[src/hw/rtl/fmmb_pkg.sv]
// Shared types and constants for the four-muon mass band filter.
// Holds the request and result payloads, the kept-muon record and register codes.
// No dependencies.
`default_nettype none

package fmmb_pkg;

    localparam int MOM_W      = 24;
    localparam int EN_W       = 23;
    localparam int KEEP_COUNT = 4;
    localparam int SQ_W       = 2 * MOM_W - 1;
    localparam int PT_W       = 2 * MOM_W;
    localparam int HALF_W     = PT_W / 2;
    localparam int ETA_W      = 24;
    localparam int ETA_FRAC   = 8;
    localparam int RHS_W      = PT_W + ETA_W;
    localparam int SUM_W      = MOM_W + 2;
    localparam int ESUM_W     = EN_W + 2;
    localparam int MASS_W     = 2 * SUM_W + 1;
    localparam int PROB_W     = 17;
    localparam int RAND_W     = 16;
    localparam int CNT_W      = 8;
    localparam int ADDR_W     = 5;
    localparam int DATA_W     = 32;

    typedef enum logic [2:0] {
        REG_MIN_PT       = 3'd0,
        REG_ETA_LIMIT_SQ = 3'd1,
        REG_MASS_LOW     = 3'd2,
        REG_MASS_HIGH    = 3'd3,
        REG_PROB_LOW     = 3'd4,
        REG_PROB_MID     = 3'd5,
        REG_PROB_HIGH    = 3'd6,
        REG_REWEIGHT_EN  = 3'd7
    } reg_idx_t;

    typedef enum logic [1:0] {
        BAND_LOW  = 2'd0,
        BAND_MID  = 2'd1,
        BAND_HIGH = 2'd2
    } band_t;

    typedef struct packed {
        logic                    particle_valid;
        logic                    is_muon;
        logic                    is_stable;
        logic signed [MOM_W-1:0] mom_x;
        logic signed [MOM_W-1:0] mom_y;
        logic signed [MOM_W-1:0] mom_z;
        logic [EN_W-1:0]         energy;
        logic                    last_particle;
        logic [RAND_W-1:0]       random_draw;
    } item_t;

    typedef struct packed {
        logic             event_passed;
        logic             enough_muons;
        band_t            mass_band;
        logic [CNT_W-1:0] muon_count;
    } result_t;

    typedef struct packed {
        logic signed [MOM_W-1:0] px;
        logic signed [MOM_W-1:0] py;
        logic signed [MOM_W-1:0] pz;
        logic [EN_W-1:0]         energy;
        logic [PT_W-1:0]         pt2;
    } muon_t;

    typedef struct packed {
        logic valid;
        logic ins;
    } link_t;

    typedef struct packed {
        logic ins;
        logic clr;
    } chain_ctl_t;

endpackage

`default_nettype wire

[src/hw/rtl/fmmb_cell.sv]
// One slot of the sorted top-four muon chain.
// Takes the candidate, shifts in from its left neighbor, holds, or is cleared.
// Depends on fmmb_pkg.
`default_nettype none

module fmmb_cell (
    input  wire logic                    clk,
    input  wire logic                    rst_n,
    input  wire fmmb_pkg::chain_ctl_t    ctl,
    input  wire fmmb_pkg::muon_t         cand,
    input  wire fmmb_pkg::muon_t         left_muon,
    input  wire fmmb_pkg::link_t         left_link,
    output fmmb_pkg::muon_t              held,
    output fmmb_pkg::link_t              link
);
    import fmmb_pkg::*;

    muon_t data_reg;
    muon_t data_next;
    logic  valid_reg;
    logic  valid_next;
    logic  ins;

    assign ins  = !valid_reg || (cand.pt2 > data_reg.pt2);
    assign held = data_reg;
    assign link = '{valid: valid_reg, ins: ins};

    always_comb
    begin
        data_next  = data_reg;
        valid_next = valid_reg;
        priority if (ctl.clr)
        begin
            valid_next = 1'b0;
        end
        else if (ctl.ins)
        begin
            priority if (left_link.ins)
            begin
                data_next  = left_muon;
                valid_next = left_link.valid;
            end
            else if (ins)
            begin
                data_next  = cand;
                valid_next = 1'b1;
            end
            else
            begin
                data_next  = data_reg;
            end
        end
        else
        begin
            valid_next = valid_reg;
        end
    end

    always_ff @(posedge clk or negedge rst_n)
    begin
        if (!rst_n)
        begin
            valid_reg <= 1'b0;
        end
        else
        begin
            valid_reg <= valid_next;
        end
    end

    always_ff @(posedge clk)
    begin
        data_reg <= data_next;
    end

endmodule

`default_nettype wire

[src/hw/rtl/fmmb_chain.sv]
// Row of kept-muon cells in descending pt order, plus the four-vector sums.
// Depends on fmmb_pkg and fmmb_cell.
`default_nettype none

module fmmb_chain (
    input  wire logic                            clk,
    input  wire logic                            rst_n,
    input  wire fmmb_pkg::chain_ctl_t            ctl,
    input  wire fmmb_pkg::muon_t                 cand,
    output logic signed [fmmb_pkg::SUM_W-1:0]    sum_x,
    output logic signed [fmmb_pkg::SUM_W-1:0]    sum_y,
    output logic signed [fmmb_pkg::SUM_W-1:0]    sum_z,
    output logic        [fmmb_pkg::ESUM_W-1:0]   sum_e
);
    import fmmb_pkg::*;

    muon_t held [KEEP_COUNT];
    link_t link [KEEP_COUNT];
    muon_t left_muon [KEEP_COUNT];
    link_t left_link [KEEP_COUNT];
    logic [KEEP_COUNT-1:0] valid_vec;

    assign left_muon[0] = '0;
    assign left_link[0] = '{valid: 1'b0, ins: 1'b0};

    for (genvar i = 0; i < KEEP_COUNT; i++)
    begin : g_cell
        if (i > 0)
        begin : g_link
            assign left_muon[i] = held[i-1];
            assign left_link[i] = link[i-1];
        end
        assign valid_vec[i] = link[i].valid;

        fmmb_cell u_cell (
            .clk       (clk),
            .rst_n     (rst_n),
            .ctl       (ctl),
            .cand      (cand),
            .left_muon (left_muon[i]),
            .left_link (left_link[i]),
            .held      (held[i]),
            .link      (link[i])
        );
    end

    always_comb
    begin
        sum_x = '0;
        sum_y = '0;
        sum_z = '0;
        sum_e = '0;
        for (int i = 0; i < KEEP_COUNT; i++)
        begin
            sum_x = sum_x + SUM_W'(held[i].px);
            sum_y = sum_y + SUM_W'(held[i].py);
            sum_z = sum_z + SUM_W'(held[i].pz);
            sum_e = sum_e + ESUM_W'(held[i].energy);
        end
    end

    a_prefix: assert property (@(posedge clk) disable iff (!rst_n)
        valid_vec == 4'b0000 || valid_vec == 4'b0001 || valid_vec == 4'b0011 ||
        valid_vec == 4'b0111 || valid_vec == 4'b1111)
        else $error("kept muons not packed at the head of the chain");

    for (genvar i = 1; i < KEEP_COUNT; i++)
    begin : g_order
        a_sorted: assert property (@(posedge clk) disable iff (!rst_n)
            valid_vec[i] |-> held[i-1].pt2 >= held[i].pt2)
            else $error("kept muons out of pt order");
    end

    a_clear: assert property (@(posedge clk) disable iff (!rst_n)
        ctl.clr |=> valid_vec == '0)
        else $error("chain not empty after event clear");

endmodule

`default_nettype wire

[config.mk]
export PLATFORM = sky130hd
export DESIGN_NAME = fmmb_chain
export DESIGN_NICKNAME = d
export VERILOG_FILES = /design/src/hw/rtl/fmmb_pkg.sv /design/src/hw/rtl/fmmb_cell.sv /design/src/hw/rtl/fmmb_chain.sv
export SDC_FILE = /design/constraint.sdc
export NUM_CORES = 1
export LEC_CHECK = 0
export BUFFER_PORTS_ARGS = -buffer_cell sky130_fd_sc_hd__clkbuf_2
export CAP_MARGIN = 0
export CORE_UTILIZATION = 35
export CTS_BUF_LIST = sky130_fd_sc_hd__clkbuf_2
export DETAILED_ROUTE_END_ITERATION = 10
export GPL_TIMING_DRIVEN = 0
export PLACE_DENSITY_LB_ADDON = 0.25
export SLEW_MARGIN = 40
export SYNTH_ARGS = -nofsm -noshare
export SYNTH_HDL_FRONTEND = slang
export SYNTH_SLANG_ARGS = --single-unit
[constraint.sdc]
create_clock -name clk -period 10.59 [get_ports clk]
set_input_delay 2.118 -clock clk [delete_from_list [all_inputs] [get_ports clk]]
set_output_delay 2.118 -clock clk [all_outputs]
set_load 0.005 [all_outputs]
==> metrics.md, run 1 <==
| Metric | Value |
|---|---|
| Max_slew headroom | `40.19%` |
| Via density | `4.656` |
| Final HPWL DP | `66,630 um` |
| WP data required | `8.47 ns` |
| Share of cells above drive strength 1 | `28.70%` |
| Largest register FFs | `572` |
| Top_reg_cell synth | `edfxtp_1` |
| Latest clock arrival within the worst-skew pair | `1.42 ns` |
| Overall die width | `330.8 um` |
| Period utilisation layout | `76.23%` |
| Top Ports | `250` |
| Via count | `23,360` |
| Chip height | `330.8 um` |
| Post-synthesis cell area | `0.03783 mm^2` |
| Crit Path Max Fanout | `3` |
| CTS tree | `built` |
| DRC Markers | `0` |
| Leakage Power | `19.83 nW` |
| Count of different cell masters after synthesis | `67` |
| Clock Root Buffer | `clkbuf_2` |
| Critical path launch point type | `register` |
| Tmin final | `8.073 ns` |
| Post-Syn Nets | `3,664` |
| Max VDD drop | `0.07400 mV` |
| CP arrival | `5.96 ns` |
| Gate Count Post-Synth | `3,033` |
| RSZ-0062 raised after global routing | `no` |
| Family with the most delay on the worst path | `compound AO/OA/AOI/OAI gates` |
| Synthesis Warnings | `0` |
| DIE AREA | `0.1094 mm^2` |
| TritonCTS Buffers | `168` |
| Routed Antenna Nets | `0` |
| Setup bufs post-CTS | `0` |
| Crit-path slowest cell | `o41ai_2` |
| RePlAce Congestion | `0.8001` |
| Synthesis-stage register bit count | `576` |
| Clk buf depth | `3` |
| Synth-to-layout area growth | `13.95%` |
| Status | `finished clean` |
| F_max | `0.1239 GHz` |
| CP Buf/Inv Count | `1` |
| Worst slew pin tran | `0.8972 ns` |
| Largest net degree at the start of global routing | `27` |
| Maximum Capacitance Violations | `0` |
| Hold-fix buffers, CTS | `0` |
| EDFF count, synth | `572` |
| Routed len/inst | `17.75 um` |
| Crit Path Class | `reg -> out` |
| CTS H-Tree Depth | `4` |
| Number of setup violations in the final report | `0` |
| Fin. Hold Viols | `0` |
| Global-route wire length before repair | `138,200 um` |
| Post-CTS sizing | `0` |
| Setup TNS | `0 ns` |
| Power Density | `150.0 mW/mm^2` |
| DRT Wirelength | `89,040 um` |
| Sink Count | `576` |
| Cell Chain, Critical Path | `fa_1 -> fa_1 -> ha_1 -> fa_1 -> a211oi_1 -> o21a_1 -> o21ai_0 -> a211oi_1 -> a21boi_1 -> o41ai_2 -> o21ai_1 -> a21oi_1 -> xnor2_1 -> clkbuf_2` |
| Asr flop ratio synth | `0.6944%` |
| Initial antenna violation count | `18` |
| Initial core utilization | `35.34%` |
| DR iter-0 viols | `958` |
| Row count | `120` |
| Largest stage delay on the critical path | `0.58 ns` |
| Vias in the first global route | `24,440` |
| Total core area | `0.1071 mm^2` |
| Post-layout nets | `4,118` |
| Global Route Usage Sum | `16.63%` |
| Post-synthesis area per instance | `12.47 um^2` |
| Worst hold slack | `0.5241 ns` |
| Most frequent CP cell | `fa_1` |
| Clock-pin slew on the worst setup and hold paths | `0.10 ns` |
| # port buffers | `248` |
| Reg2reg path depth | `18` |
| Detailed Routing Iterations Pass 1 | `5` |
| Skew final | `0.1148 ns` |
| Final slew viol count | `0` |
| Cell depth of the worst setup path | `14` |
| Seq/Total Area, Yosys | `45.66%` |
| GR Overflow Total | `0` |
| Critical Path End Type | `primary output` |
| Worst hold path class | `in -> async` |
-- logic make-up (layout without fill, tap and decap cells) --
logic type               Yosys count  in the layout  share of synthesized area (%)
adder cells (fa/ha/maj)          484            484                          19.84
XOR/XNOR                          76             76                          1.759
flip-flops                       576            576                          45.66
AO/OA/AOI/OAI                    397            397                          6.889
multiplexers                     435            435                          13.55
other                              0              4                              0
AND/OR/NAND/NOR                  271            271                          3.826
buffers and inverters            794           1371                          8.473
-- per-stage QoR --
stage | power [mW] | area, um^2 | cells | worst slack [ns] | utilization [%]
after floorplan | 4.060 | 37840 | 3033 | 0.04384 | -
after global placement | 4.804 | 40830 | 4684 | -7.524 | 38.14
after detailed placement | 4.829 | 41590 | 4720 | 3.877 | 38.85
after CTS | 6.621 | 43100 | 5013 | 2.192 | 40.26
after global routing | 6.959 | 43110 | 5016 | 2.053 | 40.27
final | 6.465 | 43110 | 5017 | 2.517 | 40.27
-- area by class of cell --
type	count	area [um^2]
Fill cell	10390	63940
Inverter	745	2796
Clock inverter	47	281.5
Tap cell	1403	1755
Buffer	49	409.1
Antenna cell	4	10.01
Clock buffer	246	1231
Timing Repair Buffer	284	1952
Multi-Input combinational cell	1663	17400
Sequential cell	576	17280
-- cell usage in the layout (no fill, tap or decap), types with 19 or more instances in the layout --
cell type | Yosys | layout
inv_1 | 745 | 745
edfxtp_1 | 572 | 572
clkbuf_2 | 0 | 494
mux2_2 | 359 | 359
ha_1 | 291 | 291
fa_1 | 193 | 193
a21o_1 | 120 | 120
a21oi_1 | 110 | 109
mux2_4 | 63 | 63
nor2_1 | 58 | 57
xnor2_1 | 53 | 53
o21ai_0 | 52 | 52
nand4_1 | 42 | 42
nand2_1 | 37 | 37
nor3_1 | 33 | 33
o21a_1 | 28 | 28
clkinv_1 | 0 | 27
xor2_1 | 23 | 23
nor2b_1 | 19 | 19
-- power breakdown --
group	leakage [nW]	switching, mW	internal (mW)
Clock	1.15	1.05	0.676
Sequential	5.41	0.0428	2.64
Combinational	13.3	1.13	0.932
Total	19.8	2.22	4.24
-- synth_stat cells (all sizes together) (6+ instances only) --
master  count  area, um^2
and3        7       43.79
inv       745        2796
nand2      37       138.9
and4        8       70.07
buf        47       401.6
ha        291        3641
fa        193        3864
or3         7       43.79
o21ai      57       289.0
a211oi      7       52.55
nor2b      19       118.9
edfxtp    572       17180
nor3       35       185.2
a31oi       6       37.54
mux2i       6       60.06
o211ai      8       60.06
a21oi     110       550.5
a21boi      6       45.05
o21bai     15       112.6
nand4      42       262.8
nor4        8       50.05
xnor2      53       464.2
nand2b     11       68.82
o21a       28       210.2
xor2       23       201.4
nor2       58       217.7
mux2      429        5067
a21o      120       900.9
nand3      18       90.09
-- worst paths after layout --
| kind | start | endpoint | slack, ns |
|---|---|---|---|
| max | g_cell[0].u_cell.held[96]$_DFFE_PP_ | sum_y[25] | 2.52 |
| min | rst_n | g_cell[0].u_cell.valid_reg$_DFFE_PN0P_ | 0.52 |
| max reg2reg | g_cell[0].u_cell.held[15]$_DFFE_PP_ | g_cell[0].u_cell.held[54]$_DFFE_PP_ | 5.93 |
| min reg2reg | g_cell[0].u_cell.held[141]$_DFFE_PP_ | g_cell[1].u_cell.held[141]$_DFFE_PP_ | 0.53 |
| max in group asynchronous | rst_n | g_cell[3].u_cell.valid_reg$_DFFE_PN0P_ | 9.90 |
| min in group clk | g_cell[0].u_cell.held[141]$_DFFE_PP_ | g_cell[1].u_cell.held[141]$_DFFE_PP_ | 0.53 |
-- layer usage --
metal,vias up,wire length [um],track usage [%]
met5,-,174,0
met4,26,2139,5.971
met3,171,5035,4.641
met2,424,42410,27.25
met1,11270,39280,20.90
li1,11470,-,-
(Power assumes the default switching activity.)
==> run 2: changes to the inputs <==
==> constraint.sdc (replaced) <==
create_clock -name clk -period 6.67 [get_ports clk]
set_input_delay 1.334 -clock clk [delete_from_list [all_inputs] [get_ports clk]]
set_output_delay 1.334 -clock clk [all_outputs]
set_load 0.005 [all_outputs]
==> run 2 against run 1 <==
Cell area grew 5.3%. Highest routed layer unchanged. Sequential share of layout area shrank 2.0 points. Utilization grew 2.1 points. Hold slack lost 0.23 ns. Global-route usage shrank 0.12 points. Sequential power grew 59%. Clock-buffer cell count shrank 11. Clock power grew 55%. Total power grew 64%. Flip-flop and latch count is the same. Setup slack lost 2.4 ns.
==> metrics.md, run 2 (synthesis results as in run 1) <==
| Metric | Value |
|---|---|
| Status | `finished clean` |
| Period utilisation layout | `98.10%` |
| RePlAce Congestion | `0.8000 (about the same)` |
| DIE AREA | `0.1094 mm^2 (unchanged)` |
| Fill cell count | `10,240 (-1.4%)` |
| Final HPWL DP | `65,410 um (-1.8%)` |
| Initial core utilization | `35.34% (unchanged)` |
| Vias in the first global route | `25,270 (+3.4%)` |
| Worst slew pin tran | `0.9282 ns (+0.03102 ns)` |
| Family with the most delay on the worst path | `adder cells` |
| Setup TNS | `0 ns (unchanged)` |
| Sink Count | `576 (unchanged)` |
| GR Overflow Total | `0 (unchanged)` |
| RSZ-0062 raised after global routing | `yes` |
| Max VDD drop | `0.1007 mV (+36%)` |
| Total core area | `0.1071 mm^2 (unchanged)` |
| CTS tree | `built` |
| Critical Path End Type | `primary output` |
| CP Buf/Inv Count | `3 (+2)` |
| Share of cells above drive strength 1 | `31.49% (+2.8 points)` |
| Crit-path slowest cell | `fa_1` |
| TritonCTS Buffers | `167 (-0.60%)` |
| Total Power | `10.63 mW (+64%)` |
| Largest net degree at the start of global routing | `31 (+15%)` |
| Most frequent cells in the layout | `728 x inv_1, 572 x edfxtp_1, 473 x clkbuf_2` |
| Synth-to-layout area growth | `19.97%` |
| Tmin final | `6.543 ns` |
| Critical path launch point type | `register` |
| Largest stage delay on the critical path | `0.54 ns (-0.04 ns)` |
| DRT Wirelength | `89,070 um (about the same)` |
| Chip height | `330.8 um (unchanged)` |
| Most frequent CP cell | `fa_1` |
| Overall die width | `330.8 um (unchanged)` |
| Max_slew headroom | `38.12% (-2.1 points)` |
| CP arrival | `5.21 ns (-0.75 ns)` |
| F_max | `0.1528 GHz` |
| Maximum Capacitance Violations | `0 (unchanged)` |
| Skew final | `0.1317 ns (+0.01686 ns)` |
| Latest clock arrival within the worst-skew pair | `1.41 ns (about the same)` |
| Post-layout nets | `4,296 (+4.3%)` |
| Global-route wire length before repair | `139,100 um (+0.66%)` |
| Routed len/inst | `17.16 um (-3.3%)` |
| Row count | `120 (unchanged)` |
| DR iter-0 viols | `947 (-1.1%)` |
| Power Density | `234.2 mW/mm^2 (+56%)` |
| Initial antenna violation count | `13 (-5)` |
| Largest register FFs | `572 (unchanged)` |
| Clock Root Buffer | `clkbuf_2` |
| Clock-pin slew on the worst setup and hold paths | `0.11 ns (about the same)` |
| # port buffers | `248 (unchanged)` |
| Crit Path Max Fanout | `4 (+1)` |
| Leakage Power | `20.64 nW (+4.1%)` |
| Final slew viol count | `0 (unchanged)` |
| Top Ports | `250 (unchanged)` |
| Worst hold path class | `in -> reg` |
| Fin. Hold Viols | `0 (unchanged)` |
| CTS H-Tree Depth | `4 (unchanged)` |
| Commonest non-fill, non-tap cell in the layout | `inv_1` |
| Via count | `24,150 (+3.4%)` |
| Routed Antenna Nets | `0 (unchanged)` |
| DRC Markers | `0 (unchanged)` |
| WP data required | `5.34 ns (-3.13 ns)` |
| Clk buf depth | `3 (unchanged)` |
| Number of setup violations in the final report | `0 (unchanged)` |
| Via density | `4.653 (about the same)` |
| Global Route Usage Sum | `16.51% (-0.12 points)` |
| Crit Path Class | `reg -> out` |
| Detailed Routing Iterations Pass 1 | `5 (unchanged)` |
| Cell Chain, Critical Path | `inv_2 -> fa_1 -> inv_1 -> fa_1 -> ha_2 -> fa_2 -> a211oi_2 -> o21bai_1 -> o21ai_2 -> a211oi_4 -> a31oi_4 -> o211ai_1 -> a31o_2 -> a21oi_2 -> xnor2_2 -> buf_2` |
## run 2: cell count changes in the layout (fill, tap and decap cells not counted), moves of 6 or more
cell	previous run	this run
inv_2	1	19
ha_2	0	9
ha_1	291	270
inv_1	745	728
buf_2	17	25
ha_4	0	12
diode_2	4	10
buf_4	16	71
a21oi_1	109	92
clkbuf_2	494	473
a21oi_2	0	12
dlygate4sd3_1	0	123
## run 2: power breakdown
group / internal (mW) / switching [mW]
combinational: 1.76 / 1.94
sequential: 4.19 / 0.0688
clock: 1.06 / 1.61
total: 7.01 / 3.62
## run 2: path summary, 6_finish.rpt
check	start	end	slack (ns)	cells after the start
worst max-delay path	g_cell[0].u_cell.held[120]$_DFFE_PP_	sum_x[25]	0.13	16
worst min-delay path	cand[43]	g_cell[0].u_cell.held[43]$_DFFE_PP_	0.29	1
worst max register to register	g_cell[0].u_cell.held[15]$_DFFE_PP_	g_cell[1].u_cell.held[60]$_DFFE_PP_	1.81	18
worst min register to register	g_cell[1].u_cell.held[128]$_DFFE_PP_	g_cell[2].u_cell.held[128]$_DFFE_PP_	0.51	1
max in group asynchronous	rst_n	g_cell[1].u_cell.valid_reg$_DFFE_PN0P_	6.12	2
min in group asynchronous	rst_n	g_cell[0].u_cell.valid_reg$_DFFE_PN0P_	0.40	2
## run 2: metrics by stage
step           utilization, %  instances  hold WS [ns]  worst slack (ns)  instance area, um^2
4_1_cts                 42.04       5150     0.0002907           -0.2965                45010
5_1_grt                 42.40       5188       0.07455           -0.2767                45390
2_1_floorplan               -       3033        0.5099            0.7044                37850
6_report                42.40       5189        0.2910            0.1270                45390
3_5_place_dp            38.82       4720        0.5450            0.6016                41560
3_3_place_gp            38.16       4684        0.5377            -2.768                40850
## run 2: final cells by class
class,count,area (um^2),area share [%]
multi-input cells,1663,18060,39.78
flip-flops and latches,576,17280,38.06
repair buffers,464,3613,7.961
inverters,745,2796,6.161
well taps,1403,1755,3.867
clock buffers,235,1176,2.591
plain buffers,48,405.4,0.8931
clock inverters,45,284.0,0.6257
diodes,10,25.02,0.05513
## run 2: worst register-to-register path: stages (launching register included)
cell       delay, ns
edfxtp_1        0.35
inv_1           0.05
ha_1            0.28
and4_1          0.22
nand4_1         0.21
nor3_2          0.37
o21ai_1         0.22
o2111ai_1       0.21
a21oi_1         0.22
o21a_1          0.29
o21a_1          0.21
buf_6           0.18
buf_12          0.21
buf_8           0.19
a21oi_4         0.43
buf_8           0.25
buf_8           0.20
buf_8           0.22
buf_16          0.17
## run 2: metal layers
layer	vias up	routed length (um)	GRT usage, %
li1	11820	-	-
met1	11770	39960	20.84
met2	384	43020	27.60
met3	160	3844	3.779
met4	14	2162	5.871
met5	-	80	0
## run 2: what timing repair did
item                                    in CTS  in global routing
endpoints found under the hold margin      151                  0
hold buffers                               123                  0
pin swaps                                   83                 69
endpoints found under the setup margin      36                 24
buffers inserted                            28                 29
gates resized for setup                    111                 43
==> run 3: changes to the inputs <==
--- a/config.mk
+++ b/config.mk
@@ -5,14 +5,16 @@
 export SDC_FILE = /design/constraint.sdc
 export NUM_CORES = 1
 export LEC_CHECK = 0
+export ABC_AREA = 1
 export BUFFER_PORTS_ARGS = -buffer_cell sky130_fd_sc_hd__clkbuf_2
 export CAP_MARGIN = 0
 export CORE_UTILIZATION = 35
 export CTS_BUF_LIST = sky130_fd_sc_hd__clkbuf_2
 export DETAILED_ROUTE_END_ITERATION = 10
-export GPL_TIMING_DRIVEN = 0
+export GPL_TIMING_DRIVEN = 1
 export PLACE_DENSITY_LB_ADDON = 0.25
 export SLEW_MARGIN = 40
 export SYNTH_ARGS = -nofsm -noshare
 export SYNTH_HDL_FRONTEND = slang
+export SYNTH_HIERARCHICAL = 1
 export SYNTH_SLANG_ARGS = --single-unit
==> run 3 against run 2 <==
Total power rose by 16%. Synthesized area up 13%. Sequential share of layout area shrank 2.9 points. Die area increased by 13%. Clock-buffer cell count is 13 higher. First-iteration DRC count rose by 130%. Flip-flop and latch count unchanged. Clock power about the same. Sequential power rose by 3%. Synthesized cell count grew 83%.
==> metrics.md, run 3 <==
| Metric | Value |
|---|---|
| Multi-input gate area | `0.02129 mm^2 (+18%)` |
| Clock share of power | `21.9% (-3.2 points)` |
| Clock-pin slew on the worst setup and hold paths | `0.09 ns (-0.02 ns)` |
| TritonCTS Buffers | `168 (+0.60%)` |
| Largest net degree at the start of global routing | `146 (+370%)` |
| DIE AREA | `0.1239 mm^2 (+13%)` |
| Crit Path Class | `reg -> out` |
| CTS tree | `built` |
| Setup TNS | `0 ns (unchanged)` |
| Max VDD drop | `0.1420 mV (+41%)` |
| Latest clock arrival within the worst-skew pair | `1.51 ns (+0.10 ns)` |
| Largest stage delay on the critical path | `0.59 ns (+0.05 ns)` |
| Fin area | `0.04909 mm^2 (+8.2%)` |
| CTS H-Tree Depth | `4 (unchanged)` |
| Proportion of power drawn by combinational gates | `42.5% (+7.7 points)` |
| Critical Path End Type | `primary output` |
| Post-synthesis area per instance | `7.717 um^2 (-38%)` |
| Vias in the first global route | `35,340 (+40%)` |
| Sw frac | `41.53% (+7.5 points)` |
| Post-CTS sizing | `0 (-100%)` |
| Routed Antenna Nets | `0 (unchanged)` |
| Initial antenna violation count | `16 (+3)` |
| Initial core utilization | `35.27% (-0.075 points)` |
| Maximum Capacitance Violations | `0 (unchanged)` |
| Row count | `128 (+6.7%)` |
| # port buffers | `249 (+0.40%)` |
| Leakage Power | `26.37 nW (+28%)` |
| Clock Root Buffer | `clkbuf_2` |
| Crit Path Max Fanout | `4 (unchanged)` |
| Detailed Routing Iterations Pass 1 | `5 (unchanged)` |
| Total Power | `12.32 mW (+16%)` |
| Setup bufs post-CTS | `0 (-100%)` |
| Placed cell areas | `0.04641 mm^2 (+12%)` |
| Sw power | `5.116 mW (+41%)` |
| GR Overflow Total | `0 (unchanged)` |
| Sequential power share | `35.6% (-4.4 points)` |
| Synthesis Warnings | `6 (+6)` |
| DR iter-0 viols | `2,133 (+130%)` |
| Fill cell count | `12,670 (+24%)` |
| WP data required | `5.34 ns (about the same)` |
| Clk buf depth | `3 (unchanged)` |
| Power Density | `251.0 mW/mm^2 (+7.1%)` |
| Worst slew pin tran | `1.017 ns (+0.08870 ns)` |
| Chip height | `352.0 um (+6.4%)` |
| Routed len/inst | `15.34 um (-11%)` |
| Status | `finished clean` |
| F_max | `0.1679 GHz (+9.9%)` |
| Final HPWL DP | `79,710 um (+22%)` |
| Share of cells above drive strength 1 | `10.50% (-21 points)` |
| RePlAce Congestion | `0.8679 (+8.5%)` |
| Tmin final | `5.954 ns (-0.5886 ns)` |
| DRT Wirelength | `120,800 um (+36%)` |
| RSZ-0062 raised after global routing | `no` |
| Pint | `7.203 mW (+2.7%)` |
| Worst hold path class | `in -> reg` |
| Total core area | `0.1216 mm^2 (+14%)` |
| Skew final | `0.1383 ns (+0.006671 ns)` |
| Largest register FFs | `572 (unchanged)` |
| Final Util | `40.39% (-2.0 points)` |
| Via density | `4.429 (-4.8%)` |
| Hold-fix buffers, CTS | `118 (-4.1%)` |
| Global-route wire length before repair | `192,100 um (+38%)` |
| Period utilisation layout | `89.27% (-8.8 points)` |
| Max_slew headroom | `32.21% (-5.9 points)` |
| Number of setup violations in the final report | `0 (unchanged)` |
| Commonest non-fill, non-tap cell in the layout | `nand2_1` |
| Gate Count Post-Synth | `5,555 (+83%)` |
| CP arrival | `4.62 ns (-0.59 ns)` |
| Critical path launch point type | `register` |
| Sink Count | `576 (unchanged)` |
| Cell Chain, Critical Path | `fa_1 -> fa_1 -> ha_1 -> fa_1 -> nand2_1 -> nand2_1 -> nand3_1 -> nand2_2 -> nand2_1 -> nand2_1 -> xor2_1 -> clkbuf_2` |
| Global Route Usage Sum | `19.70% (+3.2 points)` |
| Via count | `34,890 (+44%)` |
| Crit-path slowest cell | `fa_1` |
| Top Ports | `250 (unchanged)` |
| Final slew viol count | `0 (unchanged)` |
| Post-layout nets | `6,755 (+57%)` |
| Synth-to-layout area growth | `14.51%` |
| Overall die width | `352.0 um (+6.4%)` |
| Post-synthesis cell area | `0.04287 mm^2 (+13%)` |
| Fin. Hold Viols | `0 (unchanged)` |
| DRC Markers | `0 (unchanged)` |
| Most frequent CP cell | `nand2_1` |
| Register area | `0.01728 mm^2 (unchanged)` |
| Most frequent cells in the layout | `2,605 x nand2_1, 1,115 x inv_1, 572 x edfxtp_1` |
| Worst hold slack | `0.2759 ns (-0.01509 ns)` |
==> run 3: path summary, 6_finish.rpt <==
kind                                                     start                                      to  slack, ns  cells past startpoint
max in group asynchronous                                rst_n  g_cell[3].u_cell/valid_reg$_DFFE_PN0P_       5.61                      3
max reg2reg                g_cell[0].u_cell/held[38]$_DFFE_PP_    g_cell[1].u_cell/held[112]$_DFFE_PP_       2.46                     17
max                        g_cell[3].u_cell/held[72]$_DFFE_PP_                               sum_z[17]       0.72                     12
min reg2reg                g_cell[0].u_cell/held[18]$_DFFE_PP_     g_cell[1].u_cell/held[18]$_DFFE_PP_       0.47                      2
min in group asynchronous                                rst_n  g_cell[0].u_cell/valid_reg$_DFFE_PN0P_       0.82                      3
min                                                   cand[67]     g_cell[0].u_cell/held[67]$_DFFE_PP_       0.28                      3
==> run 3: routing by layer <==
| layer | track usage (%) | wire [um] |
|---|---|---|
| met4 | 6.603 | 2824 |
| met2 | 33.52 | 57880 |
| met5 | 0 | 67 |
| met3 | 3.487 | 5559 |
| met1 | 25.10 | 54510 |
==> run 3: metrics by stage <==
step	std cells	worst slack (ns)
after global placement	7461	1.379
after CTS	7864	0.4274
final	7878	0.7156
after detailed placement	7461	1.331
after floorplan	5700	0.7006
after global routing	7877	0.2605
==> run 3: worst max-delay path, delay by kind of cell, from the launching register on <==
family	cells	cell delay, ns
XOR/XNOR	1	0.26
flip-flops	1	0.41
buffers and inverters	1	0.18
adder cells (fa/ha/maj)	4	1.76
AND/OR/NAND/NOR	6	0.55
==> run 3: layout make-up <==
class                           count  area share [%]
Clock buffer                      248           2.528
Clock inverter                     37          0.4435
Sequential cell                   576           35.19
Tap cell                         1625           4.142
Timing Repair Buffer              384           5.406
Multi-Input combinational cell   3851           43.37
Inverter                         1143           8.842
Antenna cell                       14         0.07136
==> run 3: power by group through the flow <==
stage	combinational, mW	sequential [mW]	clock, mW
global placement	5.14	4.46	0
CTS	5.28	4.39	2.85
detailed placement	5.19	4.47	0
finish	5.24	4.38	2.70
floorplan	3.40	4.46	0
global route	5.99	4.41	3.00
